**src/sv/motor_feedback_decoder_assert.svh**
```systemverilog
// Assertion macros for the motor feedback decoder.
// Used by the top level; expects clk and rst_n in scope where expanded.
`ifndef MOTOR_FEEDBACK_DECODER_ASSERT_SVH
`define MOTOR_FEEDBACK_DECODER_ASSERT_SVH
`ifndef NO_ASSERTIONS
// Checked only while out of reset
`define MFD_ASSERT(label, prop) \
  label: assert property (@(posedge clk) disable iff (!rst_n) prop) \
    else $error("motor_feedback_decoder: assertion failed");
// Checked at every edge, reset included
`define MFD_ASSERT_ALWAYS(label, prop) \
  label: assert property (@(posedge clk) prop) \
    else $error("motor_feedback_decoder: reset assertion failed");
`else
`define MFD_ASSERT(label, prop)
`define MFD_ASSERT_ALWAYS(label, prop)
`endif
`endif

```
**src/sv/mfd_pkg.sv**
```systemverilog
// Shared types, constants and filter arithmetic for the motor feedback decoder.
// No dependencies; used by every module of the block.
`default_nettype none
package mfd_pkg;

  // Field widths
  localparam int TURN_BITS   = 16;
  localparam int ANGLE_W     = 13;
  localparam int WORD_W      = 16;
  localparam int TEMP_W      = 8;
  localparam int PAYLOAD_W   = 64;
  localparam int TURN_OUT_W  = 16;
  localparam int TOTAL_W     = 29;
  localparam int DEGREES_W   = 35;
  localparam int SMOOTH_W    = 24;
  localparam int KIND_W      = 2;
  localparam int COEF_W      = 17;
  localparam int CFG_IDX_W   = 2;
  localparam int CFG_DATA_W  = 17;

  // Payload byte positions (byte 0 in the top bits)
  localparam int ANGLE_LSB   = 48;
  localparam int SPEED_LSB   = 32;
  localparam int CURRENT_LSB = 16;
  localparam int TEMP_LSB    = 8;

  // Angle unwrap
  localparam logic signed [ANGLE_W:0] HALF_TURN     = (ANGLE_W + 1)'(4096);
  localparam logic signed [ANGLE_W:0] NEG_HALF_TURN = -(ANGLE_W + 1)'(4096);
  localparam logic signed [TURN_BITS-1:0] TURN_MAX = {1'b0, {(TURN_BITS - 1){1'b1}}};
  localparam logic signed [TURN_BITS-1:0] TURN_MIN = {1'b1, {(TURN_BITS - 1){1'b0}}};

  // Degrees: (total - center) * 45, evaluated wide enough before truncation
  localparam int TOTAL_RAW_W = TURN_BITS + ANGLE_W;
  localparam int DEG_CALC_W  = (TURN_BITS + 21 > DEGREES_W) ? TURN_BITS + 21 : DEGREES_W;
  localparam int DEG_SCALE   = 45;

  // IIR filter: accumulator in Q16 stays within the 16-bit sample range
  localparam int ACC_W        = 33;
  localparam int PROD_W       = ACC_W + COEF_W + 2;
  localparam int Q16_SHIFT    = 16;
  localparam int Q16_ROUND    = 32768;
  localparam int SMOOTH_SHIFT = 8;
  localparam int SMOOTH_ROUND = 128;
  localparam logic [COEF_W-1:0] COEF_ONE = COEF_W'(65536);

  // Queue between front and back
  localparam int QUEUE_DEPTH = 2;
  localparam int QPTR_W      = $clog2(QUEUE_DEPTH);
  localparam int QCNT_W      = $clog2(QUEUE_DEPTH + 1);

  // Output beat packing
  localparam int OUT_FIELDS_W = ANGLE_W + 2 * WORD_W + TEMP_W + TURN_OUT_W + TOTAL_W
                                + DEGREES_W + 2 * SMOOTH_W;
  localparam int OUT_TDATA_W  = ((OUT_FIELDS_W + 7) / 8) * 8;
  localparam int OUT_PAD_W    = OUT_TDATA_W - OUT_FIELDS_W;

  // Register indexes
  localparam logic [CFG_IDX_W-1:0] CFG_MOTOR_KIND    = 2'd0;
  localparam logic [CFG_IDX_W-1:0] CFG_CENTER_OFFSET = 2'd1;
  localparam logic [CFG_IDX_W-1:0] CFG_SPEED_COEF    = 2'd2;
  localparam logic [CFG_IDX_W-1:0] CFG_CURRENT_COEF  = 2'd3;

  // Motor kinds
  localparam logic [KIND_W-1:0] KIND_SMALL = 2'd0;
  localparam logic [KIND_W-1:0] KIND_LARGE = 2'd1;

  // Reset values of the registers
  localparam logic [COEF_W-1:0] COEF_RESET = COEF_W'(16384);

  typedef struct packed {
    logic [KIND_W-1:0]  motor_kind;
    logic [ANGLE_W-1:0] center_offset;
    logic [COEF_W-1:0]  speed_coef;
    logic [COEF_W-1:0]  current_coef;
  } cfg_t;

  // Decoded frame handed from front to back
  typedef struct packed {
    logic [ANGLE_W-1:0]          angle;
    logic signed [WORD_W-1:0]    speed;
    logic signed [WORD_W-1:0]    current;
    logic [TEMP_W-1:0]           temp;
    logic signed [TURN_BITS-1:0] turn;
  } frame_t;

  // Result beat fields
  typedef struct packed {
    logic [ANGLE_W-1:0]           mech_angle;
    logic signed [WORD_W-1:0]     speed_rpm;
    logic signed [WORD_W-1:0]     torque_current;
    logic [TEMP_W-1:0]            temperature;
    logic signed [TURN_OUT_W-1:0] turn_number;
    logic signed [TOTAL_W-1:0]    total_angle;
    logic signed [DEGREES_W-1:0]  degrees_q10;
    logic signed [SMOOTH_W-1:0]   speed_smoothed;
    logic signed [SMOOTH_W-1:0]   current_smoothed;
  } result_t;

  // One IIR step: acc += floor((c * (x * 2^16 - acc) + 2^15) / 2^16)
  function automatic logic signed [ACC_W-1:0] filt_update(
    input logic signed [ACC_W-1:0]  acc,
    input logic signed [WORD_W-1:0] x,
    input logic [COEF_W-1:0]        coef
  );
    logic signed [COEF_W:0]   c;
    logic signed [ACC_W:0]    d;
    logic signed [PROD_W-1:0] prod;
    logic signed [PROD_W-1:0] rnd;
    c    = (coef > COEF_ONE) ? signed'({1'b0, COEF_ONE}) : signed'({1'b0, coef});
    d    = (ACC_W + 1)'(signed'({x, {Q16_SHIFT{1'b0}}})) - (ACC_W + 1)'(acc);
    prod = PROD_W'(c) * PROD_W'(d);
    rnd  = prod + PROD_W'(Q16_ROUND);
    return acc + ACC_W'(rnd >>> Q16_SHIFT);
  endfunction

  // Q16 accumulator to Q8 output, rounded half up
  function automatic logic signed [SMOOTH_W-1:0] filt_out(
    input logic signed [ACC_W-1:0] acc
  );
    logic signed [ACC_W-1:0] tmp;
    tmp = acc + ACC_W'(SMOOTH_ROUND);
    return tmp[SMOOTH_SHIFT +: SMOOTH_W];
  endfunction

endpackage
`default_nettype wire

```
**src/sv/mfd_front.sv**
```systemverilog
// Front end: accepts feedback frames, unpacks fields and unwraps the turn count.
// Depends on mfd_pkg; feeds mfd_queue.
`default_nettype none
module mfd_front (
  input  wire logic                             clk,
  input  wire logic                             rst_n,
  input  wire logic                             in_tvalid,
  output logic                                  in_tready,
  input  wire logic [mfd_pkg::PAYLOAD_W-1:0]    in_tdata,
  input  wire logic [mfd_pkg::KIND_W-1:0]       motor_kind,
  input  wire logic                             q_full,
  output logic                                  q_push,
  output mfd_pkg::frame_t                       q_frame
);

  logic [mfd_pkg::ANGLE_W-1:0]          prev_angle_r, prev_angle_nxt;
  logic signed [mfd_pkg::TURN_BITS-1:0] turn_r, turn_nxt;
  logic [mfd_pkg::ANGLE_W-1:0]          angle;
  logic signed [mfd_pkg::ANGLE_W:0]     diff;

  assign in_tready = !q_full;
  assign q_push    = in_tvalid && !q_full;

  // Field unpack
  assign angle = in_tdata[mfd_pkg::ANGLE_LSB +: mfd_pkg::ANGLE_W];
  assign diff  = signed'({1'b0, angle}) - signed'({1'b0, prev_angle_r});

  // Turn unwrap: a jump over half a turn steps the count, saturating
  always_comb begin
    turn_nxt = turn_r;
    if (prev_angle_r != '0) begin
      if (diff > mfd_pkg::HALF_TURN) begin
        if (turn_r != mfd_pkg::TURN_MIN) turn_nxt = turn_r - mfd_pkg::TURN_BITS'(1);
      end else if (diff < mfd_pkg::NEG_HALF_TURN) begin
        if (turn_r != mfd_pkg::TURN_MAX) turn_nxt = turn_r + mfd_pkg::TURN_BITS'(1);
      end
    end
    prev_angle_nxt = angle;
  end

  always_comb begin
    q_frame.angle   = angle;
    q_frame.speed   = in_tdata[mfd_pkg::SPEED_LSB +: mfd_pkg::WORD_W];
    q_frame.current = in_tdata[mfd_pkg::CURRENT_LSB +: mfd_pkg::WORD_W];
    q_frame.temp    = (motor_kind == mfd_pkg::KIND_SMALL) ? '0
                      : in_tdata[mfd_pkg::TEMP_LSB +: mfd_pkg::TEMP_W];
    q_frame.turn    = turn_nxt;
  end

  always_ff @(posedge clk) begin
    if (!rst_n) begin
      prev_angle_r <= '0;
      turn_r       <= '0;
    end else if (q_push) begin
      prev_angle_r <= prev_angle_nxt;
      turn_r       <= turn_nxt;
    end
  end

endmodule
`default_nettype wire

```
**src/sv/mfd_queue.sv**
```systemverilog
// Short FIFO of decoded frames between the front and back ends.
// Depends on mfd_pkg for the frame type and depth.
`default_nettype none
module mfd_queue (
  input  wire logic        clk,
  input  wire logic        rst_n,
  input  wire logic        push,
  input  wire mfd_pkg::frame_t push_frame,
  output logic             full,
  output logic             q_valid,
  input  wire logic        pop,
  output mfd_pkg::frame_t  pop_frame
);

  mfd_pkg::frame_t               entry_r [mfd_pkg::QUEUE_DEPTH];
  logic [mfd_pkg::QPTR_W-1:0]    wr_ptr_r, wr_ptr_nxt;
  logic [mfd_pkg::QPTR_W-1:0]    rd_ptr_r, rd_ptr_nxt;
  logic [mfd_pkg::QCNT_W-1:0]    count_r, count_nxt;
  logic                          do_push, do_pop;

  assign full      = (count_r == mfd_pkg::QCNT_W'(mfd_pkg::QUEUE_DEPTH));
  assign q_valid   = (count_r != '0);
  assign do_push   = push && !full;
  assign do_pop    = pop && q_valid;
  assign pop_frame = entry_r[rd_ptr_r];

  // Pointer and fill count update
  always_comb begin
    wr_ptr_nxt = do_push ? wr_ptr_r + mfd_pkg::QPTR_W'(1) : wr_ptr_r;
    rd_ptr_nxt = do_pop ? rd_ptr_r + mfd_pkg::QPTR_W'(1) : rd_ptr_r;
    count_nxt  = count_r;
    if (do_push && !do_pop) count_nxt = count_r + mfd_pkg::QCNT_W'(1);
    else if (do_pop && !do_push) count_nxt = count_r - mfd_pkg::QCNT_W'(1);
  end

  always_ff @(posedge clk) begin
    if (!rst_n) begin
      wr_ptr_r <= '0;
      rd_ptr_r <= '0;
      count_r  <= '0;
    end else begin
      wr_ptr_r <= wr_ptr_nxt;
      rd_ptr_r <= rd_ptr_nxt;
      count_r  <= count_nxt;
    end
  end

  // Entry storage
  always_ff @(posedge clk) begin
    if (do_push) entry_r[wr_ptr_r] <= push_frame;
  end

endmodule
`default_nettype wire

```
**src/sv/mfd_back.sv**
```systemverilog
// Back end: total angle, degrees, speed and current smoothing, output register.
// Depends on mfd_pkg; pops from mfd_queue.
`default_nettype none
module mfd_back (
  input  wire logic                         clk,
  input  wire logic                         rst_n,
  input  wire mfd_pkg::cfg_t                cfg,
  input  wire logic                         q_valid,
  input  wire mfd_pkg::frame_t              q_frame,
  output logic                              q_pop,
  output logic                              out_valid,
  input  wire logic                         out_ready,
  output mfd_pkg::result_t                  result
);

  logic                                  out_valid_r, out_valid_nxt;
  mfd_pkg::result_t                      res_r, res_nxt;
  logic signed [mfd_pkg::ACC_W-1:0]      speed_acc_r, speed_acc_nxt;
  logic signed [mfd_pkg::ACC_W-1:0]      current_acc_r, current_acc_nxt;
  logic signed [mfd_pkg::TOTAL_RAW_W-1:0] total_raw;
  logic signed [mfd_pkg::DEG_CALC_W-1:0] deg_diff;
  logic signed [mfd_pkg::DEG_CALC_W-1:0] deg_full;

  assign q_pop     = q_valid && (!out_valid_r || out_ready);
  assign out_valid = out_valid_r;
  assign result    = res_r;

  // Turn count and angle concatenate to the total angle
  assign total_raw = signed'({q_frame.turn, q_frame.angle});
  assign deg_diff  = mfd_pkg::DEG_CALC_W'(total_raw)
                     - mfd_pkg::DEG_CALC_W'(cfg.center_offset);
  assign deg_full  = deg_diff * mfd_pkg::DEG_CALC_W'(mfd_pkg::DEG_SCALE);

  // Filter updates
  always_comb begin
    speed_acc_nxt   = mfd_pkg::filt_update(speed_acc_r, q_frame.speed, cfg.speed_coef);
    current_acc_nxt = mfd_pkg::filt_update(current_acc_r, q_frame.current,
                                           cfg.current_coef);
  end

  // Result beat
  always_comb begin
    res_nxt.mech_angle       = q_frame.angle;
    res_nxt.speed_rpm        = q_frame.speed;
    res_nxt.torque_current   = q_frame.current;
    res_nxt.temperature      = q_frame.temp;
    res_nxt.turn_number      = mfd_pkg::TURN_OUT_W'(q_frame.turn);
    res_nxt.total_angle      = mfd_pkg::TOTAL_W'(total_raw);
    res_nxt.degrees_q10      = mfd_pkg::DEGREES_W'(deg_full);
    res_nxt.speed_smoothed   = mfd_pkg::filt_out(speed_acc_nxt);
    res_nxt.current_smoothed = mfd_pkg::filt_out(current_acc_nxt);
    out_valid_nxt            = q_pop ? 1'b1 : (out_valid_r && !out_ready);
  end

  always_ff @(posedge clk) begin
    if (!rst_n) begin
      out_valid_r   <= 1'b0;
      speed_acc_r   <= '0;
      current_acc_r <= '0;
    end else begin
      out_valid_r <= out_valid_nxt;
      if (q_pop) begin
        speed_acc_r   <= speed_acc_nxt;
        current_acc_r <= current_acc_nxt;
      end
    end
  end

  // Output payload register
  always_ff @(posedge clk) begin
    if (q_pop) res_r <= res_nxt;
  end

endmodule
`default_nettype wire

```
**src/sv/motor_feedback_decoder.sv**
```systemverilog
// Motor feedback decoder top level: config registers, front, queue, back.
// Depends on mfd_pkg, mfd_front, mfd_queue, mfd_back and the assertion header.
//
// Usage:
//   Input channel (in_*): one beat carries one 8-byte feedback frame, byte 0
//   in tdata[63:56]. Output channel (out_*): one result beat per frame, in
//   order. Configuration (cfg_*): write motor_kind, center_offset, speed_coef
//   and current_coef by index while the block is idle.
//   Path: an accepted frame is written into the queue, then the back end pops
//   it and the output register loads, raising out_tvalid; a held output beat
//   can keep the frame waiting in the queue.
//   Throughput: one frame per cycle while out_tready stays high; the turn
//   count and both filter accumulators each update once per frame.
//   Reset: synchronous, active low; clears turn count, last angle, filter
//   accumulators, queue and output valid; registers return to motor_kind 1,
//   center 0 and both coefficients 16384.
//   Stall: when out_tready is low the output beat holds; the two-entry queue
//   absorbs frames until full, then in_tready drops.
`default_nettype none
`include "motor_feedback_decoder_assert.svh"
module motor_feedback_decoder (
  input  wire logic                              clk,
  input  wire logic                              rst_n,
  // Input: [63:0] rx_payload
  input  wire logic                              in_tvalid,
  output logic                                   in_tready,
  input  wire logic [mfd_pkg::PAYLOAD_W-1:0]     in_tdata,
  // Output, low bit up: mech_angle, speed_rpm, torque_current, temperature,
  // turn_number, total_angle, degrees_q10, speed_smoothed, current_smoothed,
  // zero pad
  output logic                                   out_tvalid,
  input  wire logic                              out_tready,
  output logic [mfd_pkg::OUT_TDATA_W-1:0]        out_tdata,
  // Configuration write port
  input  wire logic                              cfg_we,
  input  wire logic [mfd_pkg::CFG_IDX_W-1:0]     cfg_index,
  input  wire logic [mfd_pkg::CFG_DATA_W-1:0]    cfg_wdata
);

  mfd_pkg::cfg_t    cfg_r, cfg_nxt;
  mfd_pkg::frame_t  push_frame, pop_frame;
  mfd_pkg::result_t result;
  logic             q_full, q_push, q_pop, q_valid;

  // Configuration registers
  always_comb begin
    cfg_nxt = cfg_r;
    if (cfg_we) begin
      case (cfg_index)
        mfd_pkg::CFG_MOTOR_KIND:    cfg_nxt.motor_kind    = cfg_wdata[mfd_pkg::KIND_W-1:0];
        mfd_pkg::CFG_CENTER_OFFSET: cfg_nxt.center_offset = cfg_wdata[mfd_pkg::ANGLE_W-1:0];
        mfd_pkg::CFG_SPEED_COEF:    cfg_nxt.speed_coef    = cfg_wdata[mfd_pkg::COEF_W-1:0];
        mfd_pkg::CFG_CURRENT_COEF:  cfg_nxt.current_coef  = cfg_wdata[mfd_pkg::COEF_W-1:0];
        default:                    cfg_nxt = cfg_r;
      endcase
    end
  end

  always_ff @(posedge clk) begin
    if (!rst_n) begin
      cfg_r.motor_kind    <= mfd_pkg::KIND_LARGE;
      cfg_r.center_offset <= '0;
      cfg_r.speed_coef    <= mfd_pkg::COEF_RESET;
      cfg_r.current_coef  <= mfd_pkg::COEF_RESET;
    end else begin
      cfg_r <= cfg_nxt;
    end
  end

  mfd_front u_front (
    .clk        (clk),
    .rst_n      (rst_n),
    .in_tvalid  (in_tvalid),
    .in_tready  (in_tready),
    .in_tdata   (in_tdata),
    .motor_kind (cfg_r.motor_kind),
    .q_full     (q_full),
    .q_push     (q_push),
    .q_frame    (push_frame)
  );

  mfd_queue u_queue (
    .clk        (clk),
    .rst_n      (rst_n),
    .push       (q_push),
    .push_frame (push_frame),
    .full       (q_full),
    .q_valid    (q_valid),
    .pop        (q_pop),
    .pop_frame  (pop_frame)
  );

  mfd_back u_back (
    .clk       (clk),
    .rst_n     (rst_n),
    .cfg       (cfg_r),
    .q_valid   (q_valid),
    .q_frame   (pop_frame),
    .q_pop     (q_pop),
    .out_valid (out_tvalid),
    .out_ready (out_tready),
    .result    (result)
  );

  // Output beat packing, first field in the low bits
  assign out_tdata = {{mfd_pkg::OUT_PAD_W{1'b0}},
                      result.current_smoothed, result.speed_smoothed,
                      result.degrees_q10, result.total_angle, result.turn_number,
                      result.temperature, result.torque_current, result.speed_rpm,
                      result.mech_angle};

  // Reset leaves no result beat pending
  `MFD_ASSERT_ALWAYS(a_reset_clears_out, !rst_n |=> !out_tvalid)
  // A full queue only happens behind a held output beat
  `MFD_ASSERT(a_full_means_out_held, !in_tready |-> out_tvalid)
  // A new result beat only comes from a queued frame
  `MFD_ASSERT(a_out_from_queue, $rose(out_tvalid) |-> $past(q_valid))

endmodule
`default_nettype wire
```
**config.mk**
```make
export PLATFORM = sky130hd
export DESIGN_NAME = motor_feedback_decoder
export DESIGN_NICKNAME = d
export VERILOG_FILES = /design/src/sv/mfd_pkg.sv /design/src/sv/mfd_front.sv /design/src/sv/mfd_queue.sv /design/src/sv/mfd_back.sv /design/src/sv/motor_feedback_decoder.sv
export VERILOG_INCLUDE_DIRS = /design/src /design/src/sv
export SDC_FILE = /design/constraint.sdc
export NUM_CORES = 2
export LEC_CHECK = 0
export ABC_AREA = 1
export BUFFER_PORTS_ARGS = -buffer_cell sky130_fd_sc_hd__buf_2
export CAP_MARGIN = 20
export CORE_MARGIN = 8
export CORE_UTILIZATION = 45
export DETAILED_ROUTE_END_ITERATION = 10
export PLACE_DENSITY = 0.57
export SLEW_MARGIN = 0
export SYNTH_ARGS = -nofsm -noshare
export SYNTH_HDL_FRONTEND = slang
export SYNTH_HIERARCHICAL = 1
export SYNTH_SLANG_ARGS = --single-unit
```
**constraint.sdc**
```tcl
create_clock -name clk -period 28.6 [get_ports clk]
set_input_delay 2.86 -clock clk [delete_from_list [all_inputs] [get_ports clk]]
set_output_delay 2.86 -clock clk [all_outputs]
set_load 0.01 [all_outputs]
```
==> impl_metrics.ini <==
[floorplanning]
coreArea_um2 = 156000
fp.dieH_um = 413
dieArea_um2 = 170000
io_pins = 274
num_rows = 145
die_x_um = 413
start_util_pct = 45.3

[clocking]
cts_tree = yes
clk_path_buf_depth = 3
root_buffer = clkbuf_16
numCtsBuffers = 51
cts_hold_buf = 0
post_cts_buffers = 0
path_clk_slew_ns = 0.06
clkSinkCount = 440
worstSkewPairLatency_ns = 0.69
ctsHtreeMaxLevel = 2
ctsResizeCount = 0

[sta]
tns_ns = 0
period_needed_ns = 12.22
fmax_mhz = 81.8
setup_viol = 0
period_share_pct = 42.7
slew_viol_final = 0
worst_pin_slew_ns = 1.24
holdWs_ns = 0.458
slew_headroom_pct = 17.4
skew_ns = 0.0703
final_hold_viol_count = 0
rsz0062_at_grt = false

[place]
portBuffers = 259
place_congestion = 0.916
dp_cells = 10935
hpwl_um = 180000

[global_route]
grt_max_degree = 106
antenna_found_initial = 11
grt_pass1_wl_um = 341000
grt_pass1_vias = 59116
grt_usage_pct = 25.8
grt_overflow = 0

[routing]
vias_per_cell = 5.15
num_vias = 56809
wirelength_um = 219000
antenna_left = 0
drt-initial-drc-count = 3688
dr.pass1.iters = 6
drc_errors = 0
avgRoutedWirePerCell_um = 19.8

[synthesis]
synth_edf_count = 290
synthArstFlopShare_pct = 0
synth_area_per_cell_um2 = 8.02
ys_ff_latch = 440
ys_seq_area_share_pct = 16.5
syn_area_um2 = 70800
synth-main-ff-cell = edfxtp_1
ys_warn_count = 6
synthCells = 8823
ys_types = 67

[worst_hold_path]
hp-start = cfg_r[47]$_SDFFE_PN1P_
hold_path.class = reg -> reg

[critical_path]
critical_path_class = reg -> reg
cp_max_fo = 34
cpPeakStageDelay_ns = 0.91
cp.arrival_ns = 12.63
cp_slowest_cell = xor2_1
cp-start-kind = register
endpoint_kind = register
critPathRequiredTime_ns = 29.01
rrSetupSlack_ns = 16.38

[job]
maxCapViolCount = 0

[finish]
num-nets-final = 10655
areaGrowthSynthToFinish_pct = 6.65
multiInputGateArea_um2 = 49500
final_layout_size_suffix_gt1_share_pct = 7.39
fillers = 15517
fin_cells = 11034
regArea_um2 = 11700

[status]
outcome = finished, final reports clean
final cells by class:
cell class / count / area share, %
antenna: 6 / 0.0199
multi-input combinational: 5942 / 65.6
clock inverter: 28 / 0.368
tap: 2058 / 3.41
sequential: 440 / 15.5
inverter: 2158 / 10.7
timing repair buffer: 337 / 2.54
clock buffer: 65 / 1.84
cells in the mapped netlist, types with 7 or more instances:
cell | instances | share of area [%]
o21ai_2 | 8 | 0.099
xor2_1 | 189 | 2.3
o21bai_1 | 16 | 0.17
clkbuf_1 | 143 | 0.76
or2_2 | 32 | 0.28
clkinv_1 | 22 | 0.12
dfxtp_1 | 150 | 4.2
a31oi_1 | 32 | 0.28
o21a_1 | 18 | 0.19
a21oi_2 | 8 | 0.099
nand4_1 | 74 | 0.65
xnor2_1 | 61 | 0.75
a21oi_1 | 355 | 2.5
buf_4 | 80 | 0.85
nand2_1 | 1532 | 8.1
mux2_4 | 10 | 0.21
o31ai_1 | 7 | 0.074
buf_1 | 10 | 0.053
edfxtp_1 | 290 | 12
nor3_1 | 48 | 0.34
nand3_2 | 16 | 0.23
nand3_1 | 268 | 1.9
inv_2 | 25 | 0.13
ha_1 | 517 | 9.1
fa_1 | 1120 | 32
buf_6 | 15 | 0.24
nor2_2 | 21 | 0.19
nor4_1 | 23 | 0.20
inv_1 | 2110 | 11
a21o_1 | 23 | 0.24
o21ai_1 | 19 | 0.13
o21ai_0 | 196 | 1.4
buf_2 | 33 | 0.23
nor2_1 | 1180 | 6.3
o211ai_1 | 21 | 0.22
a21boi_0 | 13 | 0.14
mux2_2 | 59 | 0.94
nand2_2 | 21 | 0.19
layout by cell type, fill, tap and decap left out, drive strengths merged, types with 7 or more instances in the layout:
| master | count |
|---|---|
| o31ai | 7 |
| nand2 | 1558 |
| xor2 | 195 |
| a31oi | 32 |
| o21ai | 223 |
| clkbuf | 65 |
| o21a | 18 |
| nor4 | 23 |
| ha | 517 |
| o21bai | 16 |
| clkinv | 41 |
| mux2 | 69 |
| dfxtp | 150 |
| or2 | 33 |
| a21o | 23 |
| fa | 1120 |
| a21boi | 16 |
| o211ai | 21 |
| nand4 | 74 |
| inv | 2139 |
| a21oi | 363 |
| buf | 337 |
| edfxtp | 290 |
| nor3 | 53 |
| nand3 | 289 |
| nor2 | 1204 |
| xnor2 | 61 |
state kept, by name, summed over array words and instances (netlist names), named ones only:
name	count
u_back/speed_acc_r	33
u_queue/entry_r	138
u_back/result	152
u_queue/wr_ptr_r	1
u_queue/rd_ptr_r	1
u_front/turn_r	16
u_back/current_acc_r	33
cfg_r	49
u_front/prev_angle_r	13
u_back/out_valid	1
u_queue/count_r	2
cell families (layout without fill, tap and decap cells):
group	after synthesis	after routing	share of synthesized area, %
buf+inv	2443	2588	13.7
compound gates	734	734	5.78
simple gates	3243	3243	18.8
mux	69	69	1.15
flops	440	440	16.5
other cells	1	9	0.00530
fa+ha+maj	1637	1637	40.8
xor+xnor	256	256	3.25
worst paths after layout:
kind	depth (start not counted)	end
max	47	u_back/result[23]$_DFFE_PP_
min	2	cfg_r[47]$_SDFFE_PN1P_
max reg2reg	47	u_back/result[23]$_DFFE_PP_
min reg2reg	2	cfg_r[47]$_SDFFE_PN1P_
stage by stage:
step                cell area, um2  setup WS [ns]  utilization (%)
floorplan                    70800          19.51                -
global placement             73800          16.48             47.2
detailed placement           73800          16.47             47.2
CTS                          75500          16.40             48.3
global route                 75500          15.79             48.3
finish                       75500          16.38             48.3
routing by layer:
metal  up-vias  wire length (um)  GRT usage [%]
met2      1691            105000           44.2
li1      26679                 -              -
met5         -                 0              0
met4         0              8440           8.57
met1     28072             92500           33.4
met3       367             12800           3.85
critical path: cells and delay by family, from the launching register on:
family,cells,cell delay (ns)
adder cells (fa/ha/maj),9,3.98
AND/OR/NAND/NOR,20,2.97
buffers and inverters,10,1.50
XOR/XNOR,3,1.45
AO/OA/AOI/OAI,4,0.76
flip-flops,1,0.74
multiplexers,1,0.49
Power is left out: the tool's default activity adds up to more than one toggle a clock period on the data nets, which glitch-free logic cannot reach.
